<file path="src/sv/csvw_pkg.sv">
// shared types, codes and helpers for the csv field quoting writer
package csvw_pkg;

    localparam logic [1:0] KIND_BYTE     = 2'd0;
    localparam logic [1:0] KIND_FIELD_END = 2'd1;
    localparam logic [1:0] KIND_NULL     = 2'd2;
    localparam logic [1:0] KIND_ROW_END  = 2'd3;

    localparam logic [2:0] REG_DELIMITER    = 3'd0;
    localparam logic [2:0] REG_QUOTE_MARK   = 3'd1;
    localparam logic [2:0] REG_ALWAYS_QUOTE = 3'd2;
    localparam logic [2:0] REG_USE_CRLF     = 3'd3;
    localparam logic [2:0] REG_NULL_TEXT    = 3'd4;
    localparam logic [2:0] REG_NULL_LENGTH  = 3'd5;

    localparam logic [7:0] CHAR_CR = 8'h0D;
    localparam logic [7:0] CHAR_LF = 8'h0A;
    localparam logic [7:0] RESET_DELIMITER  = 8'd44;
    localparam logic [7:0] RESET_QUOTE_MARK = 8'd34;
    localparam int         NULL_MAX_BYTES   = 8;
    localparam logic [3:0] NULL_MAX_LEN     = 4'd8;

    typedef struct packed {
        logic [1:0] kind;
        logic [7:0] data_byte;
    } csvw_in_t;

    typedef struct packed {
        logic [7:0]  out_byte;
        logic        last;
        logic        field_truncated;
        logic [31:0] rows_done;
    } csvw_out_t;

    // per-cycle control broadcast to every cell of the field chain
    typedef struct packed {
        logic       load;
        logic       clr;
        logic       pop;
        logic [7:0] load_byte;
    } chain_ctl_t;

    typedef struct packed {
        logic       valid;
        logic [7:0] data;
    } cell_t;

    function automatic logic is_special(input logic [7:0] b, input logic [7:0] delim,
                                        input logic [7:0] qm);
        return (b == delim) || (b == qm) || (b == CHAR_CR) || (b == CHAR_LF);
    endfunction

endpackage

</file>
<file path="src/sv/csv_field_quoting_writer_top.sv">
// csv field quoting writer: field chain, emit sequencer and output register
// A field byte transaction is stored in the next free cell of the chain (bytes past
// MAX_FIELD_BYTES are dropped and flagged). End of field, null field and end of row are
// taken only when the sequencer is idle and then emit one byte per cycle while the
// output register drains. Bytes leave from the chain head, the whole row of cells
// shifting one place per stored byte sent; the output register lets a new transaction
// be taken while the last result still waits.
module csv_field_quoting_writer_top
    import csvw_pkg::*;
#(
    parameter int MAX_FIELD_BYTES = 16
)
(
    input  logic        clk,
    input  logic        rst_n,
    input  logic        in_valid,
    output logic        in_ready,
    input  csvw_in_t    in_item,
    output logic        out_valid,
    input  logic        out_ready,
    output csvw_out_t   out_item,
    input  logic        cfg_we,
    input  logic [2:0]  cfg_index,
    input  logic [63:0] cfg_data
);

    typedef enum logic [6:0] {
        ST_IDLE   = 7'b0000001,
        ST_DELIM  = 7'b0000010,
        ST_OPENQ  = 7'b0000100,
        ST_BODY   = 7'b0001000,
        ST_CLOSEQ = 7'b0010000,
        ST_CR     = 7'b0100000,
        ST_LF     = 7'b1000000
    } state_t;

    state_t      state_reg, state_next;
    logic [7:0]  delim_reg, quote_reg;
    logic        aq_reg, crlf_reg;
    logic [63:0] null_text_reg;
    logic [3:0]  null_len_reg;
    logic        special_reg, special_next;
    logic        ovf_reg, ovf_next;
    logic        rhf_reg, rhf_next;
    logic [31:0] rows_reg, rows_next;
    logic        trunc_reg, trunc_next;
    logic        quote_on_reg, quote_on_next;
    logic        src_null_reg, src_null_next;
    logic        dbl_reg, dbl_next;
    logic [63:0] null_sh_reg, null_sh_next;
    logic [3:0]  ncnt_reg, ncnt_next;
    logic        out_valid_reg, out_valid_next;
    csvw_out_t   out_item_reg, out_item_next;

    chain_ctl_t  ctl;
    logic [7:0]  head;
    logic        head_valid, second_valid, full;

    logic        accept, emit_go;
    logic [3:0]  nlen;
    logic        nsp;
    logic        empty_i, quote_i;
    logic [7:0]  src_head;
    logic        src_empty, src_more;
    logic        body_pop;

    csvw_chain #(
        .Depth (MAX_FIELD_BYTES)
    ) u_chain (
        .clk          (clk),
        .rst_n        (rst_n),
        .ctl          (ctl),
        .head         (head),
        .head_valid   (head_valid),
        .second_valid (second_valid),
        .full         (full)
    );

    assign in_ready  = (state_reg == ST_IDLE);
    assign accept    = in_valid && in_ready;
    assign emit_go   = (state_reg != ST_IDLE) && (!out_valid_reg || out_ready);
    assign out_valid = out_valid_reg;
    assign out_item  = out_item_reg;

    assign nlen = (null_len_reg > NULL_MAX_LEN) ? NULL_MAX_LEN : null_len_reg;

    always_comb
    begin
        nsp = 1'b0;
        for (int i = 0; i < NULL_MAX_BYTES; i++)
        begin
            if ((4'(i) < nlen) && is_special(null_text_reg[8*i +: 8], delim_reg, quote_reg))
            begin
                nsp = 1'b1;
            end
        end
    end

    assign empty_i   = (in_item.kind == KIND_FIELD_END) ? !head_valid : (nlen == 4'd0);
    assign quote_i   = aq_reg | ((in_item.kind == KIND_FIELD_END) ? special_reg : nsp);
    assign src_head  = src_null_reg ? null_sh_reg[7:0] : head;
    assign src_empty = src_null_reg ? (ncnt_reg == 4'd0) : !head_valid;
    assign src_more  = src_null_reg ? (ncnt_reg > 4'd1) : second_valid;
    // an inner quote mark is sent twice: first pass holds the byte
    assign body_pop  = !(quote_on_reg && (src_head == quote_reg) && !dbl_reg);

    always_comb
    begin
        ctl.load      = accept && (in_item.kind == KIND_BYTE);
        ctl.clr       = accept && (in_item.kind == KIND_NULL);
        ctl.pop       = emit_go && (state_reg == ST_BODY) && body_pop && !src_null_reg;
        ctl.load_byte = in_item.data_byte;
    end

    always_comb
    begin
        state_next     = state_reg;
        special_next   = special_reg;
        ovf_next       = ovf_reg;
        rhf_next       = rhf_reg;
        rows_next      = rows_reg;
        trunc_next     = trunc_reg;
        quote_on_next  = quote_on_reg;
        src_null_next  = src_null_reg;
        dbl_next       = dbl_reg;
        null_sh_next   = null_sh_reg;
        ncnt_next      = ncnt_reg;
        out_valid_next = out_valid_reg && !out_ready;
        out_item_next  = out_item_reg;

        if (accept)
        begin
            case (in_item.kind)
                KIND_BYTE:
                begin
                    if (full)
                    begin
                        ovf_next = 1'b1;
                    end
                    else if (is_special(in_item.data_byte, delim_reg, quote_reg))
                    begin
                        special_next = 1'b1;
                    end
                end
                KIND_FIELD_END, KIND_NULL:
                begin
                    trunc_next    = (in_item.kind == KIND_FIELD_END) && ovf_reg;
                    src_null_next = (in_item.kind == KIND_NULL);
                    quote_on_next = quote_i;
                    null_sh_next  = null_text_reg;
                    ncnt_next     = nlen;
                    dbl_next      = 1'b0;
                    special_next  = 1'b0;
                    ovf_next      = 1'b0;
                    rhf_next      = 1'b1;
                    if (rhf_reg)
                    begin
                        state_next = ST_DELIM;
                    end
                    else if (quote_i)
                    begin
                        state_next = ST_OPENQ;
                    end
                    else if (!empty_i)
                    begin
                        state_next = ST_BODY;
                    end
                end
                KIND_ROW_END:
                begin
                    trunc_next = 1'b0;
                    rhf_next   = 1'b0;
                    rows_next  = rows_reg + 32'd1;
                    state_next = crlf_reg ? ST_CR : ST_LF;
                end
                default:
                begin
                end
            endcase
        end

        if (emit_go)
        begin
            out_valid_next                = 1'b1;
            out_item_next.field_truncated = trunc_reg;
            out_item_next.rows_done       = rows_reg;
            out_item_next.last            = 1'b0;
            out_item_next.out_byte        = src_head;
            case (state_reg)
                ST_DELIM:
                begin
                    out_item_next.out_byte = delim_reg;
                    out_item_next.last     = !quote_on_reg && src_empty;
                    if (quote_on_reg)
                    begin
                        state_next = ST_OPENQ;
                    end
                    else
                    begin
                        state_next = src_empty ? ST_IDLE : ST_BODY;
                    end
                end
                ST_OPENQ:
                begin
                    out_item_next.out_byte = quote_reg;
                    state_next = src_empty ? ST_CLOSEQ : ST_BODY;
                end
                ST_BODY:
                begin
                    if (!body_pop)
                    begin
                        out_item_next.out_byte = quote_reg;
                        dbl_next = 1'b1;
                    end
                    else
                    begin
                        dbl_next = 1'b0;
                        out_item_next.last = !src_more && !quote_on_reg;
                        if (src_null_reg)
                        begin
                            null_sh_next = null_sh_reg >> 8;
                            ncnt_next    = ncnt_reg - 4'd1;
                        end
                        if (!src_more)
                        begin
                            state_next = quote_on_reg ? ST_CLOSEQ : ST_IDLE;
                        end
                    end
                end
                ST_CLOSEQ:
                begin
                    out_item_next.out_byte = quote_reg;
                    out_item_next.last     = 1'b1;
                    state_next             = ST_IDLE;
                end
                ST_CR:
                begin
                    out_item_next.out_byte = CHAR_CR;
                    state_next             = ST_LF;
                end
                ST_LF:
                begin
                    out_item_next.out_byte = CHAR_LF;
                    out_item_next.last     = 1'b1;
                    state_next             = ST_IDLE;
                end
                default:
                begin
                    state_next = ST_IDLE;
                end
            endcase
        end
    end

    always_ff @(posedge clk or negedge rst_n)
    begin
        if (!rst_n)
        begin
            state_reg     <= ST_IDLE;
            delim_reg     <= RESET_DELIMITER;
            quote_reg     <= RESET_QUOTE_MARK;
            aq_reg        <= 1'b0;
            crlf_reg      <= 1'b0;
            null_text_reg <= '0;
            null_len_reg  <= '0;
            special_reg   <= 1'b0;
            ovf_reg       <= 1'b0;
            rhf_reg       <= 1'b0;
            rows_reg      <= '0;
            trunc_reg     <= 1'b0;
            quote_on_reg  <= 1'b0;
            src_null_reg  <= 1'b0;
            dbl_reg       <= 1'b0;
            ncnt_reg      <= '0;
            out_valid_reg <= 1'b0;
        end
        else
        begin
            state_reg     <= state_next;
            special_reg   <= special_next;
            ovf_reg       <= ovf_next;
            rhf_reg       <= rhf_next;
            rows_reg      <= rows_next;
            trunc_reg     <= trunc_next;
            quote_on_reg  <= quote_on_next;
            src_null_reg  <= src_null_next;
            dbl_reg       <= dbl_next;
            ncnt_reg      <= ncnt_next;
            out_valid_reg <= out_valid_next;
            if (cfg_we)
            begin
                case (cfg_index)
                    REG_DELIMITER:    delim_reg     <= cfg_data[7:0];
                    REG_QUOTE_MARK:   quote_reg     <= cfg_data[7:0];
                    REG_ALWAYS_QUOTE: aq_reg        <= cfg_data[0];
                    REG_USE_CRLF:     crlf_reg      <= cfg_data[0];
                    REG_NULL_TEXT:    null_text_reg <= cfg_data;
                    REG_NULL_LENGTH:  null_len_reg  <= cfg_data[3:0];
                    default:
                    begin
                    end
                endcase
            end
        end
    end

    always_ff @(posedge clk)
    begin
        null_sh_reg  <= null_sh_next;
        out_item_reg <= out_item_next;
    end

endmodule

</file>
<file path="src/sv/csvw_cell.sv">
// one byte cell of the field chain
module csvw_cell
    import csvw_pkg::*;
(
    input  logic       clk,
    input  logic       rst_n,
    input  chain_ctl_t ctl,
    input  logic       prev_valid,
    input  cell_t      nxt,
    output cell_t      cur
);

    logic       valid_reg;
    logic       valid_next;
    logic [7:0] data_reg;
    logic [7:0] data_next;

    always_comb
    begin
        valid_next = valid_reg;
        data_next  = data_reg;
        if (ctl.clr)
        begin
            valid_next = 1'b0;
        end
        else if (ctl.pop)
        begin
            valid_next = nxt.valid;
            data_next  = nxt.data;
        end
        else if (ctl.load && !valid_reg && prev_valid)
        begin
            valid_next = 1'b1;
            data_next  = ctl.load_byte;
        end
    end

    always_ff @(posedge clk or negedge rst_n)
    begin
        if (!rst_n)
        begin
            valid_reg <= 1'b0;
        end
        else
        begin
            valid_reg <= valid_next;
        end
    end

    always_ff @(posedge clk)
    begin
        data_reg <= data_next;
    end

    assign cur.valid = valid_reg;
    assign cur.data  = data_reg;

endmodule

</file>
<file path="src/sv/csvw_chain.sv">
// row of byte cells holding the pending field, head at cell zero
module csvw_chain
    import csvw_pkg::*;
#(
    parameter int Depth = 16
)
(
    input  logic       clk,
    input  logic       rst_n,
    input  chain_ctl_t ctl,
    output logic [7:0] head,
    output logic       head_valid,
    output logic       second_valid,
    output logic       full
);

    cell_t cells [Depth];

    genvar i;
    generate
        for (i = 0; i < Depth; i++)
        begin : g_cell
            logic  prev_valid;
            cell_t nxt;

            if (i == 0)
            begin : g_first
                assign prev_valid = 1'b1;
            end
            else
            begin : g_mid
                assign prev_valid = cells[i-1].valid;
            end

            if (i == Depth - 1)
            begin : g_tail
                assign nxt = '0;
            end
            else
            begin : g_body
                assign nxt = cells[i+1];
            end

            csvw_cell u_cell (
                .clk        (clk),
                .rst_n      (rst_n),
                .ctl        (ctl),
                .prev_valid (prev_valid),
                .nxt        (nxt),
                .cur        (cells[i])
            );
        end

        if (Depth > 1)
        begin : g_second
            assign second_valid = cells[1].valid;
        end
        else
        begin : g_no_second
            assign second_valid = 1'b0;
        end
    endgenerate

    assign head       = cells[0].data;
    assign head_valid = cells[0].valid;
    assign full       = cells[Depth-1].valid;

endmodule
</file>
<file path="config.mk">
export PLATFORM = sky130hd
export DESIGN_NAME = csv_field_quoting_writer_top
export DESIGN_NICKNAME = d
export VERILOG_FILES = /design/src/sv/csvw_pkg.sv /design/src/sv/csv_field_quoting_writer_top.sv /design/src/sv/csvw_cell.sv /design/src/sv/csvw_chain.sv
export SDC_FILE = /design/constraint.sdc
export NUM_CORES = 1
export LEC_CHECK = 0
export BUFFER_PORTS_ARGS = -buffer_cell sky130_fd_sc_hd__buf_4
export CAP_MARGIN = 20
export CORE_ASPECT_RATIO = 0.9
export CORE_MARGIN = 8
export CORE_UTILIZATION = 53
export CTS_CLUSTER_SIZE = 30
export DETAILED_ROUTE_END_ITERATION = 8
export PLACE_DENSITY = 0.71
export REMOVE_ABC_BUFFERS = 1
export SYNTH_ARGS = -nofsm -noshare
export SYNTH_HDL_FRONTEND = slang
export SYNTH_SLANG_ARGS = --single-unit
</file>
<file path="constraint.sdc">
create_clock -name clk -period 4.2 [get_ports clk]
set_input_delay 0.21 -clock clk [delete_from_list [all_inputs] [get_ports clk]]
set_output_delay 0.21 -clock clk [all_outputs]
set_load 0.05 [all_outputs]
</file>
==> summary.txt <==
Crit Path Max Fanout: 23
I/O Buffers: 125
Worst Setup Slack, final: 624 ps
PD cells: 640 mW/mm2
Fin crit share: 85.2%
CTS root buf: clkbuf_16
Hold path startpoint: cfg_index[2]
Resized Gates After CTS: 0
Share of layout cells above drive strength 1: 18.8%
Post-synth EDFFs: 170
CP Launch Type: flop
Initial antenna violation count: 0
Max reg flops: 128
Die Width: 210 um
Vias per Instance: 5.88
Filler Cell Count: 2625
Slew of the pin with the lowest slew margin: 1000 ps
Initial Utilization: 53.3%
CTS Buffer Depth: 3
Post-Route Setup TNS: 0 ps
Clock latency on the worst-skew pair: 550 ps
Largest net degree at the start of global routing: 81
Gr usage total: 22.0%
Clk sink count: 387
Number of synthesized register bits: 387
RSZ-0062 raised after global routing: no
P_leak: 8.68 nW
Vias in the first global route: 12278
DIE HEIGHT: 190 um
Max Cap Viol: 0
WL/cell: 20.5 um
DRC Markers: 0
Syn Area/Cell: 11.6 um2
Number of DRC markers in iteration 0: 1299
Setup WS pre-CTS: 632 ps
Grt total ovfl: 0
Seq/Total Area, Yosys: 57.0%
Crit-path cells: mux2i_1, xnor2_1, nor4_2, a31oi_2, nand3_2, buf_4, a21oi_1
Clock power frac: 25.6%
Global-route wire length before repair: 69900 um
Synth Cell Area: 0.0179 mm2
Die area: 0.0400 mm2
Reg2reg setup slack: 620 ps
Hold Crit Class: in2reg
Antenna viol nets, final: 0
WP buf/inv: 1
Final hold violations: 0
Top-Level Pins: 126
Final setup violation count: 0
Detailed Place HPWL: 29100 um
Worst stage delay on the critical path: 830 ps
Net Sw Power: 4.89 mW
Worst path required time: 4360 ps
Crit-path slowest cell: dfrtp_1
Slew Viols, Final: 0
Routed wire length: 44600 um
Switching share of power: 36.2%
Worst reg2reg path endpoint: u_chain.g_cell[7].u_cell.data_reg[0]$_DFFE_PP_
Status: complete, no violations
Clock H-tree levels: 2
Crit path DAT: 3730 ps
Synth unique cells: 68
Worst hold stages: 3
Post-Syn Instances: 1550
Max Fclk: 280 MHz
Share of flip-flops with an asynchronous set or reset: 39.5%
Post-route minimum period: 3580 ps
Clock Skews: 27.6 ps
Clock transition at path regs: 60 ps
Primary FF master, synth: edfxtp_1
Vias: 12751
Rows: 64
Routability cong.: 0.898
Final #Nets: 1798
Worst R2R Path Depth: 7
Max_slew headroom: 33.1%
Cell family with most CP delay: compound AO/OA/AOI/OAI gates
Worst IR Drop VDD: 0.000398 V
Gate power share: 29.5%
Setup Crit Path Kind: reg2reg
Area of placed instances: 0.0191 mm2
CP Capture Type: flop
Core area: 0.0336 mm2
Utilization after layout: 62.6%
Drt pass-1 iters: 5
R2R Path Start: src_null_reg$_DFFE_PN0P_
Number of CTS-inserted buffers: 40
P_int: 8.60 mW
TritonCTS clock tree: built
Sequential share of power: 44.8%
P&R area growth vs syn: 17.5%
Final instance area: 0.0211 mm2
Yosys warns: 0
Worst Hold End: aq_reg$_DFFE_PN0P_
## what timing repair did
item | CTS | global route
buffers inserted | 0 | 0
hold buffers | 66 | 0
endpoints found under the hold margin | 155 | 0
## cell usage after synthesis, types with 22 or more instances
master	instances	area, um2
a21o_1	121	908
a21oi_1	53	265
a31oi_1	61	382
buf_2	42	210
clkbuf_1	35	131
dfrtp_1	147	3680
dfxtp_1	64	1280
edfxtp_1	170	5100
mux2_2	88	991
nand2_1	167	627
nand3b_1	22	165
nand4_1	31	194
nor2_1	108	405
o21ai_0	26	130
xnor2_1	134	1170
xor2_1	53	464
## cell families after synthesis
family / Yosys count / synth area share [%]
mux: 96 / 5.98
buf+inv: 117 / 3.25
xor+xnor: 187 / 9.14
fa+ha+maj: 8 / 0.559
flops: 387 / 57.0
compound gates: 312 / 11.9
simple gates: 443 / 12.2
## layer usage
metal | track usage, % | vias to the layer above | share of wire (%)
li1 | - | 5855 | -
met1 | 31.4 | 6311 | 45
met2 | 33.4 | 493 | 45
met3 | 4.88 | 92 | 8.2
met4 | 6.39 | 0 | 2.5
met5 | 0 | - | 0
## final cells by class
class,instances,area (um2),share of cell area [%]
Multi-Input combinational cell,1046,7150,33.9
Tap cell,429,537,2.55
Antenna cell,1,2.50,0.0119
Timing Repair Buffer,217,1820,8.65
Clock buffer,54,1100,5.24
Inverter,16,60.1,0.285
Sequential cell,387,10200,48.5
Clock inverter,19,171,0.814
## power groups by stage
stage	logic, mW	registers (mW)	clock network (mW)
floorplan	2.16	6.42	0
global placement	3.83	6.06	0
detailed placement	3.92	6.07	0
CTS	3.99	6.01	3.51
global route	4.30	6.13	3.67
finish	3.98	6.04	3.46
## how the worst max path moves through the flow
stage / from / end / slack [ps] / cells past startpoint
3_5_place_dp: src_null_reg$_DFFE_PN0P_ / u_chain.g_cell[7].u_cell.data_reg[2]$_DFFE_PP_ / 630 / 7
3_3_place_gp: src_null_reg$_DFFE_PN0P_ / u_chain.g_cell[12].u_cell.data_reg[2]$_DFFE_PP_ / 870 / 7
4_1_cts: src_null_reg$_DFFE_PN0P_ / u_chain.g_cell[7].u_cell.data_reg[0]$_DFFE_PP_ / 620 / 7
6_report: src_null_reg$_DFFE_PN0P_ / u_chain.g_cell[7].u_cell.data_reg[0]$_DFFE_PP_ / 620 / 7
2_1_floorplan: state_reg[4]$_DFF_PN0_ / u_chain.g_cell[0].u_cell.data_reg[0]$_DFFE_PP_ / -1730 / 8
5_1_grt: src_null_reg$_DFFE_PN0P_ / u_chain.g_cell[6].u_cell.data_reg[2]$_DFFE_PP_ / 450 / 7
## tightest hold or removal path, delay by kind of cell
| family | cells | cell delay, ps |
|---|---|---|
| multiplexers | 1 | 220 |
| buffers and inverters | 1 | 110 |
| AND/OR/NAND/NOR | 1 | 70 |
## cell usage in the layout, fill, tap and decap left out, drive strengths merged, types with 4 or more instances in the layout
cell type	instances
a211oi	15
a21o	121
a21oi	53
a221o	4
a31oi	62
and2	11
and3	4
and3b	5
buf	151
clkbuf	54
clkinv	14
dfrtp	147
dfstp	6
dfxtp	64
dlygate4sd3	66
edfxtp	170
ha	8
inv	18
mux2	88
mux2i	8
nand2	167
nand2b	12
nand3	16
nand3b	22
nand4	31
nand4b	4
nor2	108
nor3	16
nor3b	7
nor4	21
nor4b	4
o211ai	8
o21ai	28
o41ai	4
or2	4
xnor2	134
xor2	53
## per-stage QoR
| stage | total power, mW | cells | hold WS, ps |
|---|---|---|---|
| 3_3_place_gp | 9.88 | 2029 | 265 |
| 4_1_cts | 13.5 | 2168 | 66.4 |
| 5_1_grt | 14.1 | 2168 | 75.6 |
| 6_report | 13.5 | 2169 | 87.6 |
| 3_5_place_dp | 9.99 | 2029 | 272 |
| 2_1_floorplan | 8.58 | 1449 | -85.6 |
No activity file was read; power rests on OpenSTA's default activity.
